[src/rtl/atr_hbx_pkg.sv]
// Shared types and codes for the answer-to-reset historical byte extractor.
`timescale 1ns / 1ps

package atr_hbx_pkg;

   localparam int unsigned ByteW = 8;
   localparam int unsigned StatW = 2;
   localparam int unsigned NibW  = 4;

   localparam logic [ByteW-1:0] TS_DIRECT  = 8'h3B;
   localparam logic [ByteW-1:0] TS_INVERSE = 8'h3F;

   localparam logic [NibW-1:0] IF_TA = 4'h1;
   localparam logic [NibW-1:0] IF_TB = 4'h2;
   localparam logic [NibW-1:0] IF_TC = 4'h4;
   localparam logic [NibW-1:0] IF_TD = 4'h8;

   localparam logic [StatW-1:0] ST_HIST  = 2'd0;
   localparam logic [StatW-1:0] ST_NONE  = 2'd1;
   localparam logic [StatW-1:0] ST_NO_TS = 2'd2;

   typedef struct packed {
      logic [ByteW-1:0] rx_byte;
      logic             restart;
      logic             final_byte;
   } item_type;

   typedef struct packed {
      logic [ByteW-1:0] hist_byte;
      logic [StatW-1:0] status;
      logic             last;
   } result_type;

endpackage

[src/rtl/atr_historical_byte_extractor.sv]
// Top level of the answer-to-reset historical byte extractor.
//
//   channel   direction  handshake            payload
//   req       in         req_valid/req_stall  rx_byte, restart, final_byte
//   rsp       out        rsp_valid/rsp_stall  hist_byte, status, last
//
// One item per cycle unless rsp stalls; an item's result, if due, is registered before rsp.
// Throughput is set by the single parse step between the input and result registers.
// Reset (synchronous) empties both registers and returns the parser to waiting for TS.
// A stall on rsp holds the result; req stalls only if rsp stalls with both registers full.
`timescale 1ns / 1ps

module atr_historical_byte_extractor (
   input  logic                          clock,
   input  logic                          reset,
   input  logic                          req_valid,
   output logic                          req_stall,
   input  logic [atr_hbx_pkg::ByteW-1:0] req_rx_byte,
   input  logic                          req_restart,
   input  logic                          req_final_byte,
   output logic                          rsp_valid,
   input  logic                          rsp_stall,
   output logic [atr_hbx_pkg::ByteW-1:0] rsp_hist_byte,
   output logic [atr_hbx_pkg::StatW-1:0] rsp_status,
   output logic                          rsp_last
);
   import atr_hbx_pkg::*;

   item_type   req_item;
   item_type   item;
   logic       item_valid;
   logic       advance;
   logic       res_valid;
   result_type res;
   result_type rsp_res;

   assign req_item = '{rx_byte: req_rx_byte, restart: req_restart,
                       final_byte: req_final_byte};

   atr_hbx_inreg u_inreg (
      .clock      (clock),
      .reset      (reset),
      .req_valid  (req_valid),
      .req_stall  (req_stall),
      .req_item   (req_item),
      .advance    (advance),
      .item_valid (item_valid),
      .item       (item)
   );

   atr_hbx_step u_step (
      .clock     (clock),
      .reset     (reset),
      .advance   (advance),
      .item      (item),
      .res_valid (res_valid),
      .res       (res)
   );

   atr_hbx_outreg u_outreg (
      .clock      (clock),
      .reset      (reset),
      .item_valid (item_valid),
      .res_valid  (res_valid),
      .res        (res),
      .advance    (advance),
      .rsp_valid  (rsp_valid),
      .rsp_stall  (rsp_stall),
      .rsp_res    (rsp_res)
   );

   assign rsp_hist_byte = rsp_res.hist_byte;
   assign rsp_status    = rsp_res.status;
   assign rsp_last      = rsp_res.last;

endmodule

[src/rtl/atr_hbx_inreg.sv]
// Input register stage: captures one item and hands it to the parser.
`timescale 1ns / 1ps

module atr_hbx_inreg (
   input  logic                  clock,
   input  logic                  reset,
   input  logic                  req_valid,
   output logic                  req_stall,
   input  atr_hbx_pkg::item_type req_item,
   input  logic                  advance,
   output logic                  item_valid,
   output atr_hbx_pkg::item_type item
);
   import atr_hbx_pkg::*;

   logic     valid_ff;
   logic     valid_in;
   item_type item_ff;

   assign req_stall  = valid_ff && !advance;
   assign valid_in   = req_valid || (valid_ff && !advance);
   assign item_valid = valid_ff;
   assign item       = item_ff;

   always_ff @(posedge clock) begin
      if (reset) begin
         valid_ff <= 1'b0;
      end else begin
         valid_ff <= valid_in;
      end
      if (req_valid && !req_stall) begin
         item_ff <= req_item;
      end
   end

endmodule

[src/rtl/atr_hbx_step.sv]
// Parse state and the per-byte step that decides whether a result is due.
`timescale 1ns / 1ps

module atr_hbx_step (
   input  logic                    clock,
   input  logic                    reset,
   input  logic                    advance,
   input  atr_hbx_pkg::item_type   item,
   output logic                    res_valid,
   output atr_hbx_pkg::result_type res
);
   import atr_hbx_pkg::*;

   typedef enum logic [1:0] {
      PH_WAIT_TS,
      PH_FORMAT,
      PH_IFACE,
      PH_HIST
   } phase_type;

   phase_type        phase_ff, phase_in, phase_cur;
   logic [NibW-1:0]  mask_ff, mask_in, mask_cur;
   logic [NibW-1:0]  rem_ff, rem_in, rem_cur;
   logic             fin_ff, fin_in, fin_cur;
   logic [NibW-1:0]  hi_nib;

   assign hi_nib = item.rx_byte[ByteW-1:NibW];

   always_comb begin
      phase_cur = item.restart ? PH_WAIT_TS : phase_ff;
      mask_cur  = item.restart ? '0 : mask_ff;
      rem_cur   = item.restart ? '0 : rem_ff;
      fin_cur   = item.restart ? 1'b0 : fin_ff;
      phase_in  = phase_cur;
      mask_in   = mask_cur;
      rem_in    = rem_cur;
      fin_in    = fin_cur;
      res_valid = 1'b0;
      res       = '{hist_byte: '0, status: ST_NONE, last: 1'b1};
      if (!fin_cur) begin
         case (phase_cur)
            PH_WAIT_TS: begin
               if (item.rx_byte == TS_DIRECT || item.rx_byte == TS_INVERSE) begin
                  phase_in  = PH_FORMAT;
                  res_valid = item.final_byte;
               end else if (item.final_byte) begin
                  res_valid  = 1'b1;
                  res.status = ST_NO_TS;
               end
            end
            PH_FORMAT: begin
               mask_in = hi_nib;
               rem_in  = item.rx_byte[NibW-1:0];
               if (hi_nib != '0) begin
                  phase_in  = PH_IFACE;
                  res_valid = item.final_byte;
               end else if (item.final_byte) begin
                  res_valid = 1'b1;
               end else if (item.rx_byte[NibW-1:0] != '0) begin
                  phase_in = PH_HIST;
               end else begin
                  fin_in    = 1'b1;
                  res_valid = 1'b1;
               end
            end
            PH_IFACE: begin
               if ((mask_cur & IF_TA) != '0) begin
                  mask_in = mask_cur & ~IF_TA;
               end else if ((mask_cur & IF_TB) != '0) begin
                  mask_in = mask_cur & ~IF_TB;
               end else if ((mask_cur & IF_TC) != '0) begin
                  mask_in = mask_cur & ~IF_TC;
               end else begin
                  mask_in = hi_nib;
               end
               if (item.final_byte) begin
                  res_valid = 1'b1;
               end else if (mask_in == '0) begin
                  if (rem_cur != '0) begin
                     phase_in = PH_HIST;
                  end else begin
                     fin_in    = 1'b1;
                     res_valid = 1'b1;
                  end
               end
            end
            PH_HIST: begin
               rem_in        = rem_cur - NibW'(1);
               res_valid     = 1'b1;
               res.hist_byte = item.rx_byte;
               res.status    = ST_HIST;
               res.last      = (rem_in == '0) || item.final_byte;
               fin_in        = res.last;
            end
            default: begin
               phase_in = PH_WAIT_TS;
            end
         endcase
      end
      if (item.final_byte) begin
         phase_in = PH_WAIT_TS;
         mask_in  = '0;
         rem_in   = '0;
         fin_in   = 1'b0;
      end
   end

   always_ff @(posedge clock) begin
      if (reset) begin
         phase_ff <= PH_WAIT_TS;
         mask_ff  <= '0;
         rem_ff   <= '0;
         fin_ff   <= 1'b0;
      end else if (advance) begin
         phase_ff <= phase_in;
         mask_ff  <= mask_in;
         rem_ff   <= rem_in;
         fin_ff   <= fin_in;
      end
   end

endmodule

[src/rtl/atr_hbx_outreg.sv]
// Result register: holds one result item until the receiver takes it.
`timescale 1ns / 1ps

module atr_hbx_outreg (
   input  logic                    clock,
   input  logic                    reset,
   input  logic                    item_valid,
   input  logic                    res_valid,
   input  atr_hbx_pkg::result_type res,
   output logic                    advance,
   output logic                    rsp_valid,
   input  logic                    rsp_stall,
   output atr_hbx_pkg::result_type rsp_res
);
   import atr_hbx_pkg::*;

   logic       valid_ff;
   logic       valid_in;
   logic       free;
   result_type res_ff;

   assign free      = !valid_ff || !rsp_stall;
   assign advance   = item_valid && free;
   assign valid_in  = advance ? res_valid : (valid_ff && rsp_stall);
   assign rsp_valid = valid_ff;
   assign rsp_res   = res_ff;

   always_ff @(posedge clock) begin
      if (reset) begin
         valid_ff <= 1'b0;
      end else begin
         valid_ff <= valid_in;
      end
      if (advance && res_valid) begin
         res_ff <= res;
      end
   end

endmodule

[config.mk]
export PLATFORM = sky130hd
export DESIGN_NAME = atr_historical_byte_extractor
export DESIGN_NICKNAME = d
export VERILOG_FILES = /design/src/rtl/atr_hbx_pkg.sv /design/src/rtl/atr_historical_byte_extractor.sv /design/src/rtl/atr_hbx_inreg.sv /design/src/rtl/atr_hbx_step.sv /design/src/rtl/atr_hbx_outreg.sv
export SDC_FILE = /design/constraint.sdc
export NUM_CORES = 1
export LEC_CHECK = 0
export BUFFER_PORTS_ARGS = -buffer_cell sky130_fd_sc_hd__clkbuf_2
export CAP_MARGIN = 10
export CORE_UTILIZATION = 55
export DETAILED_ROUTE_END_ITERATION = 8
export HOLD_SLACK_MARGIN = 0.1
export PLACE_DENSITY = 0.77
export SYNTH_ARGS = -nofsm -noshare
export SYNTH_HDL_FRONTEND = slang
export SYNTH_HIERARCHICAL = 1
export SYNTH_SLANG_ARGS = --single-unit
export TNS_END_PERCENT = 1
[constraint.sdc]
create_clock -name clock -period 7.7 [get_ports clock]
set_input_delay 0.385 -clock clock [delete_from_list [all_inputs] [get_ports clock]]
set_output_delay 0.385 -clock clock [all_outputs]
set_load 0.05 [all_outputs]
==> run metrics, run 1 <==
Root Driver clkbuf_4; largest net degree at the start of global routing 21; clk_lat worst skew 340 ps; Max transition margin 36.1%; Ports 27; crit path DAT 3180 ps; CP Launch Type flop; Ant. Diodes 0; drt pass-1 iters 4; Worst Max-Slew Pin Slew approximately 960 ps; vias per cell roughly 6.1; CP Data Required Time 7670 ps; vias in the first global route 1449; Hold Path Class in -> reg; power per cell area roughly 160 mW/mm²; # port buffers 26; Layout Skew 15.1 ps; Crit Path Max Fanout 20; CTS resizes 0; gr ovfl total 0; global-route wire length before repair 6720 µm; Yosys Warn Count 6; hold buffers post-CTS 0; max-slew violations 0; FMAX 0.312 GHz; Yosys reg bits 34; Die Ht 60.1 µm; maxcap violations 0; status finished, final reports clean; post-CTS setup buffer count 0; Post-DRT Antenna Nets 0; share of layout cells above drive strength 1 19.8%; Syn Inst Count between 150 and 200; dpl hpwl 2880 µm; initial antenna violation count 0; CTS sink cnt 34; final period utilization roughly two fifths; routed wire length slightly above 4000 µm; vias 1522; Synth Cell Area 0.00185 mm²; Layout area overhead 9.78%; RSZ-0062 raised after global routing false; clk slew on worst S/H paths 100 ps; die area between 0.003 and 0.004 mm²; Clock Path Buffers 2; Overall Power roughly 320 µW; Crit Path Class reg -> reg; post-synthesis cell type count 54; final hold vios 0; sequential share of the synthesized area 48.0%; Fin Setup TNS 0 ps; final hold slack roughly 220 ps; average cell area after synthesis 10.1 µm²; Rows 20; Crit. End Element flop; # fillers 261; leak pwr 0.824 nW; wire length per cell 16.0 µm; Synth Net Count 204; DRC 0; Worst VDD drop 0.000129 V; Die W 60.1 µm; final core utilization between 60% and 70%; Num CTS Buffers 5; Core Region roughly 0.0031 mm²; Nets 227; gpl congestion 0.920; H-tree depth 2; initial DRC count 109; CTS tree yes; Initial Util 59.3%; minimum clock period 3210 ps; Finish-stage setup viols 0; gr usage total 26.0%
through the flow:
step                worst slack, ps  area [µm²]  std cells
floorplan                      5120        1850        183
global placement               4670        1980        243
detailed placement             4490        1980        243
CTS                            4480        2040        251
global route                   4250        2040        251
finish                         4490        2040        251
worst paths after layout:
check | start | endpoint | slack (ps) | cells past startpoint
worst min-delay path | req_restart | u_inreg/item[1] | 220 | 1
worst max register to register | u_inreg/item[1] | u_outreg/rsp_res[8] | 4490 | 8
worst max-delay path | u_inreg/item[1] | u_outreg/rsp_res[8] | 4490 | 8
worst min register to register | u_step/mask_ff[2] | u_step/mask_ff[2] | 500 | 2
layer usage:
metal / global-route usage [%] / vias to the layer above / wire length (µm)
met1: 30.7 / 719 / 1750
met5: 0 / - / 0
li1: - / 734 / -
met3: 6.71 / 9 / 236
met2: 44.4 / 60 / 1960
met4: 11.3 / 0 / 72
cell families after synthesis:
family,count (synthesis),share of synthesized area (%)
AOI/OAI and AO/OA,53,19.4
adders and majority gates,7,4.72
buffers and inverters,15,3.98
and+or+nand+nor,72,22.6
muxes,2,1.21
DFF,34,48.0
power by group:
part,switching [mW],internal (mW)
Combinational,0.0149,0.00844
Sequential,0.00658,0.198
Clock,0.0591,0.0347
Total,0.0806,0.241
cell usage after synthesis, drive strengths merged:
library cell	number	area, µm²
a211o	2	17.5
a211oi	3	27.5
a21boi	2	15.0
a21o	1	7.51
a21oi	13	68.8
a221o	1	10.0
a222oi	1	10.0
a22o	1	8.76
a22oi	2	15.0
a311oi	1	8.76
a31oi	2	12.5
a32oi	2	17.5
and2	1	6.26
and2b	2	16.3
and3	11	70.1
buf	4	31.3
clkbuf	6	23.8
dfxtp	13	260
edfxtp	21	631
ha	7	87.6
inv	5	18.8
mux2	2	22.5
nand2	17	63.8
nand2b	9	56.3
nand3	4	20.0
nand3b	4	30.0
nor2	5	18.8
nor2b	6	45.0
nor3	5	25.0
nor3b	1	7.51
nor4	2	18.8
nor4b	1	8.76
o2111ai	1	8.76
o211ai	4	30.0
o21ai	12	60.1
o21ba	1	10.0
o21bai	2	15.0
o221ai	1	8.76
o31a	1	8.76
or3	2	12.5
or3b	1	8.76
or4	1	11.3
cell usage in the layout, fill, tap and decap left out, drive strengths merged, types with 2 or more instances in the layout:
cell type | synthesis | final
a211o | 2 | 2
a211oi | 3 | 3
a21boi | 2 | 2
a21oi | 13 | 13
a22oi | 2 | 2
a31oi | 2 | 2
a32oi | 2 | 2
and2b | 2 | 2
and3 | 11 | 11
clkbuf | 6 | 32
clkinv | 0 | 2
dfxtp | 13 | 13
edfxtp | 21 | 21
ha | 7 | 7
inv | 5 | 5
mux2 | 2 | 2
nand2 | 17 | 17
nand2b | 9 | 9
nand3 | 4 | 4
nand3b | 4 | 4
nor2 | 5 | 5
nor2b | 6 | 6
nor3 | 5 | 5
nor4 | 2 | 2
o211ai | 4 | 4
o21ai | 12 | 12
o21bai | 2 | 2
or3 | 2 | 2
critical path: stages (launching register included):
cell and delay (ps):
edfxtp_1 630, nand2b_1 330, inv_1 150, ha_1 460, and3_1 250, nor3_1 50, a21oi_1 160, nand2_1 80
a21oi_1 740
registers in the layout (all words and copies together) (netlist names):
register and count:
u_outreg/rsp_res 11, u_inreg/item 10, u_step/mask_ff 4, u_step/rem_ff 4, u_step/phase_ff 2, u_inreg/item_valid 1
u_outreg/rsp_valid 1, u_step/fin_ff 1
cell type report:
cell class / count / area, µm² / area share (%)
Clock buffer: 6 / 41.3 / 2.03
Clock inverter: 2 / 10.0 / 0.492
Inverter: 5 / 18.8 / 0.922
Multi-Input combinational cell: 134 / 890 / 43.7
Sequential cell: 34 / 891 / 43.8
Tap cell: 44 / 55.1 / 2.70
Timing Repair Buffer: 26 / 130 / 6.39
Note: power is estimated with default switching activity, not from simulation.
==> run 2, diff against run 1 <==
Clock period 7.7 ns to 3.1 ns, I/O delays scaled along.
==> run 2 against run 1 <==
Against the previous run: core utilization up 6.1 points; maximum frequency is 32% higher; via count is 3.2% higher; clock skew is 4.5 ps lower; non-clock buffer count increased by 14; clock power rose to 4.3 times the previous value; critical path depth up 1; sequential power rose by 150%; critical endpoint is now u_outreg/rsp_res[7]; largest cell class unchanged; highest routed layer unchanged.
==> run metrics, run 2 (same netlist as run 1, synthesis figures left out) <==
dpl hpwl 2950 µm; gr usage total roughly 27%; clk slew on worst S/H paths ~110 ps; hold buffers post-CTS 12; Initial Util around 60%; Clock Path Buffers 2; commonest non-fill, non-tap cell in the layout clkbuf_2; Ports 27; status finished, final reports clean; final hold vios 0; H-tree depth 2; Num CTS Buffers 5; Crit path top cell by count a21oi_1; Fin Setup TNS 0 ps; Nets 241; final hold slack roughly 200 ps; initial antenna violation count 0; maxcap violations 0; Hold Path Class in -> reg; final period utilization 78.4%; # fillers 236; initial DRC count 125; Crit Path Class reg -> reg; DP Area 0.00200 mm²; Non-Filler Instances 265; routed wire length around 4400 µm; vias ~1600; Finish-stage setup viols 0; Crit Path Max Fanout 14; clk_lat worst skew 340 ps; leak pwr around 0.91 nW; Worst VDD drop between 0.0003 and 0.0004 V; largest net degree at the start of global routing 20; CTS tree yes; crit path DAT 2480 ps; Core Region 0.00313 mm²; CP Data Required Time 3150 ps; most frequent cells in the layout clkbuf_2, edfxtp_1, nand2_1; Die Ht approximately 60 µm; vias in the first global route 1486; pre-CTS setup slack 727 ps; power per cell area approximately 440 mW/mm²; Rows 20; Overall Power 983 µW; Layout Skew 10.6 ps; Slowest-stage cell, CP ha_1; wire length per cell 16.6 µm; global-route wire length before repair 6910 µm; gr ovfl total 0; Worst Max-Slew Pin Slew 854 ps; Post-DRT Antenna Nets 0; share of layout cells above drive strength 1 19.9%; Final Cell Area roughly 0.0022 mm²; Crit. End Element flop; max-slew violations 0; minimum clock period 2430 ps; max reg flops 11; Layout area overhead 20.0%; CTS resizes 0; FMAX 0.411 GHz; crit-path cells nand2b_1 -> inv_1 -> ha_1 -> and3_1 -> nor3_1 -> a21oi_1 -> nand2_1 -> a21oi_1 -> buf_4; worst stage delay on the critical path 450 ps; RSZ-0062 raised after global routing false; Ant. Diodes 0; drt pass-1 iters 4; CTS sink cnt 34; setup ws final 668 ps; Die W 60.1 µm; gpl congestion 0.916; die area 0.00361 mm²; vias per cell 5.93; CP Launch Type flop; final core utilization a little under three quarters; dpl cells 245; # port buffers 26; DRC 0; Max transition margin 43.0%; Root Driver clkbuf_4; post-CTS setup buffer count 0
==> run 2: cell count changes in the layout (fill, tap and decap cells not counted) <==
cell | before | now
clkinv_4 | 0 | 1
clkinv_2 | 2 | 0
clkbuf_1 | 1 | 0
bufinv_16 | 0 | 2
buf_4 | 0 | 2
dlygate4sd3_1 | 0 | 12
==> run 2: worst paths after layout <==
| path | depth (start not counted) | start | end | slack (ps) |
|---|---|---|---|---|
| worst max-delay path | 9 | u_inreg/item[1] | u_outreg/rsp_res[7] | 670 |
| worst min-delay path | 2 | reset | u_step/rem_ff[0] | 200 |
| worst max register to register | 9 | u_inreg/item[1] | u_outreg/rsp_res[7] | 670 |
| worst min register to register | 2 | u_step/mask_ff[2] | u_step/mask_ff[2] | 500 |
==> run 2: critical path, delay by kind of cell (launching register included) <==
family	cells	cell delay, ps
and+or+nand+nor	4	640
adders and majority gates	1	450
DFF	1	430
buffers and inverters	2	350
AOI/OAI and AO/OA	2	270
==> run 2: layer usage <==
layer | part of all wire (%) | track usage, % | up-vias
li1 | - | - | 758
met1 | 42 | 31.8 | 734
met2 | 50 | 47.0 | 71
met3 | 7.3 | 6.28 | 8
met4 | 1.3 | 11.3 | 0
met5 | 0 | 0 | -
==> run 2: layout make-up <==
type,instances,area (µm²),share of cell area [%]
sequential,34,891,40.0
multi-input combinational,134,890,40.0
timing repair buffer,40,265,11.9
clock inverter,3,68.8,3.09
tap,44,55.1,2.47
clock buffer,5,37.5,1.69
inverter,5,18.8,0.843
==> run 2: power breakdown <==
part           switching (mW)  total [mW]  internal (mW)  leakage, nW
registers              0.0137       0.506          0.492        0.317
logic                  0.0437      0.0760         0.0322        0.535
clock network           0.149       0.401          0.252       0.0554
total                   0.206       0.983          0.776        0.907
